==> src/sv/two_pkg.sv <==
// shared types, constants and tables for the tracking wheel odometry block
package two_pkg;

    localparam int CORDIC_STEPS = 24;
    localparam int DIV_W        = 64;
    localparam int DIV_CNT_W    = $clog2(DIV_W);
    localparam int RED_STEPS    = 6;

    localparam logic [32:0]        Q_TWO_PI_U  = 33'd105414357;
    localparam logic signed [28:0] Q_PI        = 29'sd52707179;
    localparam logic signed [28:0] Q_HALF_PI   = 29'sd26353589;
    localparam logic signed [28:0] Q_TWO_PI    = 29'sd105414357;
    localparam logic signed [33:0] CORDIC_GAIN = 34'sd652032874;
    localparam logic signed [32:0] DEG_TO_RAD  = 33'sd74961321;

    typedef enum logic [2:0] {
        CFG_LR_TPI,
        CFG_MID_TPI,
        CFG_TRACK_W,
        CFG_MID_OFF,
        CFG_SENSOR
    } t_cfg_idx;

    typedef struct packed {
        logic               opcode;
        logic signed [31:0] left_count;
        logic signed [31:0] right_count;
        logic signed [31:0] middle_count;
        logic signed [31:0] imu_rotation;
        logic signed [31:0] new_x;
        logic signed [31:0] new_y;
        logic signed [31:0] new_theta;
        logic               theta_given;
    } t_in_item;

    typedef struct packed {
        logic signed [31:0] pose_x;
        logic signed [31:0] pose_y;
        logic signed [31:0] pose_theta;
    } t_out_item;

    typedef struct packed {
        logic              start;
        logic [DIV_W-1:0]  num;
        logic [31:0]       den;
    } t_div_req;

    typedef struct packed {
        logic             done;
        logic [DIV_W-1:0] quo;
    } t_div_rsp;

    typedef struct packed {
        logic               start;
        logic signed [32:0] angle;
    } t_cor_req;

    typedef struct packed {
        logic               done;
        logic signed [31:0] s;
        logic signed [31:0] c;
    } t_cor_rsp;

    typedef enum logic [4:0] {
        ST_IDLE, ST_SET, ST_DL, ST_DR, ST_DM, ST_HEAD, ST_IMU, ST_STR,
        ST_CA, ST_M1, ST_D1, ST_M2, ST_M2U, ST_M3, ST_D2, ST_M4, ST_M4U,
        ST_CP, ST_X1, ST_X2, ST_X3, ST_X4, ST_X5, ST_DONE
    } t_state;

    typedef enum logic [1:0] {
        COR_IDLE, COR_RED, COR_FOLD, COR_ROT
    } t_cor_state;

    function automatic logic [31:0] atan_q30(input logic [4:0] k);
        case (k)
            5'd0:  return 32'd843314856;
            5'd1:  return 32'd497837829;
            5'd2:  return 32'd263043836;
            5'd3:  return 32'd133525158;
            5'd4:  return 32'd67021686;
            5'd5:  return 32'd33543515;
            5'd6:  return 32'd16775850;
            5'd7:  return 32'd8388437;
            5'd8:  return 32'd4194282;
            5'd9:  return 32'd2097149;
            5'd10: return 32'd1048575;
            5'd11: return 32'd524287;
            5'd12: return 32'd262143;
            5'd13: return 32'd131071;
            5'd14: return 32'd65535;
            5'd15: return 32'd32767;
            5'd16: return 32'd16383;
            5'd17: return 32'd8191;
            5'd18: return 32'd4095;
            5'd19: return 32'd2047;
            5'd20: return 32'd1023;
            5'd21: return 32'd511;
            5'd22: return 32'd255;
            5'd23: return 32'd127;
            5'd24: return 32'd63;
            5'd25: return 32'd31;
            5'd26: return 32'd15;
            5'd27: return 32'd8;
            5'd28: return 32'd4;
            5'd29: return 32'd2;
            5'd30: return 32'd1;
            default: return 32'd0;
        endcase
    endfunction

endpackage

==> src/sv/two_div.sv <==
// serial restoring divider, one quotient bit per cycle
module two_div import two_pkg::*; (
    input  logic     i_clk,
    input  logic     i_rst_n,
    input  t_div_req i_req,
    output t_div_rsp o_rsp
);

    logic                 r_busy;
    logic                 r_done;
    logic [DIV_CNT_W-1:0] r_cnt;
    logic [DIV_W-1:0]     r_num;
    logic [31:0]          r_rem;
    logic [31:0]          r_den;
    logic [32:0]          rem_sh;
    logic [32:0]          rem_sub;
    logic                 take;

    always_comb begin
        rem_sh  = {r_rem, r_num[DIV_W-1]};
        rem_sub = rem_sh - {1'b0, r_den};
        take    = rem_sh >= {1'b0, r_den};
    end

    always_ff @(posedge i_clk) begin
        if (!i_rst_n) begin
            r_busy <= 1'b0;
            r_done <= 1'b0;
            r_cnt  <= '0;
        end else begin
            r_done <= 1'b0;
            if (i_req.start) begin
                r_busy <= 1'b1;
                r_cnt  <= '0;
            end else if (r_busy) begin
                r_cnt <= r_cnt + 1'b1;
                if (r_cnt == DIV_CNT_W'(DIV_W - 1)) begin
                    r_busy <= 1'b0;
                    r_done <= 1'b1;
                end
            end
        end
    end

    always_ff @(posedge i_clk) begin
        if (i_req.start) begin
            r_num <= i_req.num;
            r_den <= i_req.den;
            r_rem <= '0;
        end else if (r_busy) begin
            r_rem <= take ? rem_sub[31:0] : rem_sh[31:0];
            r_num <= {r_num[DIV_W-2:0], take};
        end
    end

    assign o_rsp.done = r_done;
    assign o_rsp.quo  = (r_den == 32'd0) ? '0 : r_num;

endmodule

==> config.mk <==
export PLATFORM = sky130hd
export DESIGN_NAME = two_div
export DESIGN_NICKNAME = d
export VERILOG_FILES = /design/src/sv/two_pkg.sv /design/src/sv/two_div.sv
export SDC_FILE = /design/constraint.sdc
export NUM_CORES = 1
export LEC_CHECK = 0
export BUFFER_PORTS_ARGS = -buffer_cell sky130_fd_sc_hd__buf_2
export CAP_MARGIN = 20
export CORE_ASPECT_RATIO = 1.2
export CORE_MARGIN = 5
export CORE_UTILIZATION = 40
export CTS_CLUSTER_SIZE = 12
export DETAILED_ROUTE_END_ITERATION = 8
export PLACE_DENSITY = 0.65
export SLEW_MARGIN = 20
export SYNTH_ARGS = -nofsm -noshare
export SYNTH_HDL_FRONTEND = slang
export SYNTH_SLANG_ARGS = --single-unit
==> constraint.sdc <==
create_clock -name i_clk -period 2.94 [get_ports i_clk]
set_input_delay 0.147 -clock i_clk [delete_from_list [all_inputs] [get_ports i_clk]]
set_output_delay 0.147 -clock i_clk [all_outputs]
set_load 0.005 [all_outputs]
==> flow_summary.ini <==
[status]
outcome = finished clean

[hold_path]
hp-class = input pin to register
hold_depth = 2

[detailed_routing]
wire_per_inst_um = 16.89
drtAntennaViolNets = 0
vias_per_cell = 5.147
drc = 0
drtIter0Drc = 378
vias = 6285
firstDrtPassIters = 5
routed_wl_mm = 20.63

[logic_synthesis]
yosysMostFrequentCell = edfxtp_1
synth_edf_count = 96
yosys_most_used_dff = edfxtp_1
synth_fp_nets = 862
synth_top_area_share = 0.3731
yosysWarnings = 0
ys_seq_elements = 136
synth.area.top_cells = edfxtp_1 37%, dfxtp_1 10%, mux2_2 9.5%
synthCells = 729
post_synth_num_cell_types = 59
synth_largest_area_cell = edfxtp_1
synth_seq_area_share = 0.4767
yosys-top-cells-count = 96 x edfxtp_1, 67 x nor2b_1, 65 x mux2_2, 62 x nor2_1, 53 x a21oi_1
syn_avg_cell_area_um2 = 10.60
synth_area_um2 = 7727
synthArstFlopShare = 0

[worst_setup_path]
worstPathRequired_ps = 3260
critPathBufInv = 0
cp.depth = 11
crit_family = compound AO/OA/AOI/OAI gates
arrival_ps = 3250
end_kind = register
r2r.worst_path.cells = 11
worst-setup-path-type = register to register
cp_cell_sequence = ha_2, fa_2, and2b_1, o2111ai_2, a21o_1, a211o_1, a31oi_4, a21oi_4, o21ai_2, xnor2_1, o41ai_1
slowest_stage = edfxtp_1
worstPathMaxFanout = 4
crit_path_max_incr_delay_ps = 410
crit_path_start_kind = register

[timing]
fmax_mhz = 341.1
whs_ps = 15.48
setup_viol = 0
slew_viol_final = 0
max_slew_margin = 0.5209
setup_tns_ps = 0
min_period_ps = 2932
clock_skew_ps = 9.231
worst_pin_slew_ps = 718.6
finalCritPeriodShare = 0.9973
hold_viol = 0
grt_setup_unrepaired = yes

[die]
row_count = 55
start_util = 0.4083
die_h_um = 162.3
die_w_um = 136.9
die_area_um2 = 22210
core-area_um2 = 18920
boundaryPins = 164

[grt]
grt_max_degree = 129
antenna_found_initial = 1
grt_pass1_vias = 6622
grt_pass1_wl_mm = 33.36
grt_overflow_total = 0
grt_use_total = 0.1907

[place]
hpwl_mm = 14.90
io_buffers = 163
gp_congestion = 0.8822

[clocking]
clock_latency_ps = 430
cts.clk_slew.worst_paths_ps = 70
cts_tree = done
cts-htree-levels = 4
numCtsBuffers = 17
cts_max_path_buffers = 2
clock_sinks = 136
root_buffer = clkbuf_16

[cells_and_area]
fin_nets = 1084
multi_input_area_um2 = 3855
drive_gt1_frac = 0.3444
ff_latch_area_um2 = 3685
area_growth_pct = 30.99
fillers = 1692

[run]
drv_cap = 0

[power_and_ir_drop]
peakVddDrop_mv = 0.4162
p_leak_nw = 4.275
power_density_nw_per_um2 = 576.5
[worst register-to-register path, stage by stage, from the launching register on]
cell and delay (ps):
edfxtp_1 410, ha_2 210, fa_2 330, and2b_1 230, o2111ai_2 120, a21o_1 240, a211o_1 350, a31oi_4 290
a21oi_4 100, o21ai_2 150, xnor2_1 80, o41ai_1 300
[cell usage in the layout, fill, tap and decap left out, drive strengths merged, types with 13 or more instances in the layout]
cell / count
buf: 203
inv: 50
mux2: 65
nand2: 35
a211oi: 28
a21oi: 55
nor2: 62
a21o: 16
ha: 33
o21ai: 13
nor2b: 67
dfxtp: 40
edfxtp: 96
xnor2: 20
dlygate4sd3: 37
clkbuf: 17
[state kept, by name (all words and copies together) (netlist names)]
| name | count |
|---|---|
| r_num | 64 |
| r_den | 32 |
| r_rem | 32 |
| r_cnt | 6 |
| r_busy | 1 |
| r_done | 1 |
[logic make-up (layout without fill, tap and decap cells)]
| family | after synthesis | count (layout) | synth area share |
|---|---|---|---|
| other | 0 | 1 | 0 |
| muxes | 74 | 74 | 0.1064 |
| and+or+nand+nor | 227 | 227 | 0.1528 |
| DFF | 136 | 136 | 0.4767 |
| xor gates and xnor gates | 29 | 29 | 0.03287 |
| AOI/OAI and AO/OA | 152 | 152 | 0.1323 |
| buffers and inverters | 77 | 312 | 0.04291 |
| adders and majority gates | 34 | 34 | 0.05602 |
[final cells by class]
type / instances / area share
timing repair buffer: 240 / 0.1512
tap: 256 / 0.03164
multi-input combinational: 516 / 0.3808
clock buffer: 17 / 0.04203
sequential: 136 / 0.3640
clock inverter: 15 / 0.01520
antenna: 1 / 0.0002472
inverter: 40 / 0.01483
[where the power goes]
group	switching, mW	total (mW)	leakage, nW	internal, mW
Clock	0.936	2.13	0.277	1.20
Sequential	0.115	2.37	1.29	2.26
Combinational	0.671	1.33	2.71	0.659
[per-stage QoR]
stage | worst slack, ps | util | power [mW] | std cells | cell area [µm²]
final | 7.940 | 0.5349 | 5.836 | 1221 | 10120
after global routing | -169.6 | 0.5347 | 6.136 | 1220 | 10120
after CTS | 5.159 | 0.5248 | 5.840 | 1213 | 9931
after detailed placement | 20.78 | 0.4746 | 3.633 | 1144 | 8981
after global placement | 95.88 | 0.4746 | 3.625 | 1144 | 8981
after floorplan | 228.0 | - | 3.199 | 729 | 7727
[worst paths after layout]
kind,start,end,slack [ps]
setup / recovery,r_den[0]$_DFFE_PP_,r_rem[28]$_SDFFE_PP0P_,8
hold / removal,i_req[57],r_num[25]$_DFFE_PP_,20
setup reg to reg,r_den[0]$_DFFE_PP_,r_rem[28]$_SDFFE_PP0P_,8
hold reg to reg,r_cnt[5]$_SDFFE_PP0P_,r_cnt[5]$_SDFFE_PP0P_,490
[layer usage]
metal  share of wire  vias up  global-route usage
met5         0.00063        -                   0
met4           0.028        2             0.07350
met3           0.068       43             0.06846
met2            0.50      173              0.3276
met1            0.40     2956              0.2152
li1                -     3111                   -
[repair_timing]
action | 4_1_cts | 5_1_grt
setup buffers | 0 | 7
gates resized for setup | 0 | 26
pin swaps | 1 | 13
hold endpoints to repair | 37 | 0
hold buffers | 37 | 0
setup endpoints to repair | 1 | 31
Note: power is estimated with default switching activity, not from simulation.
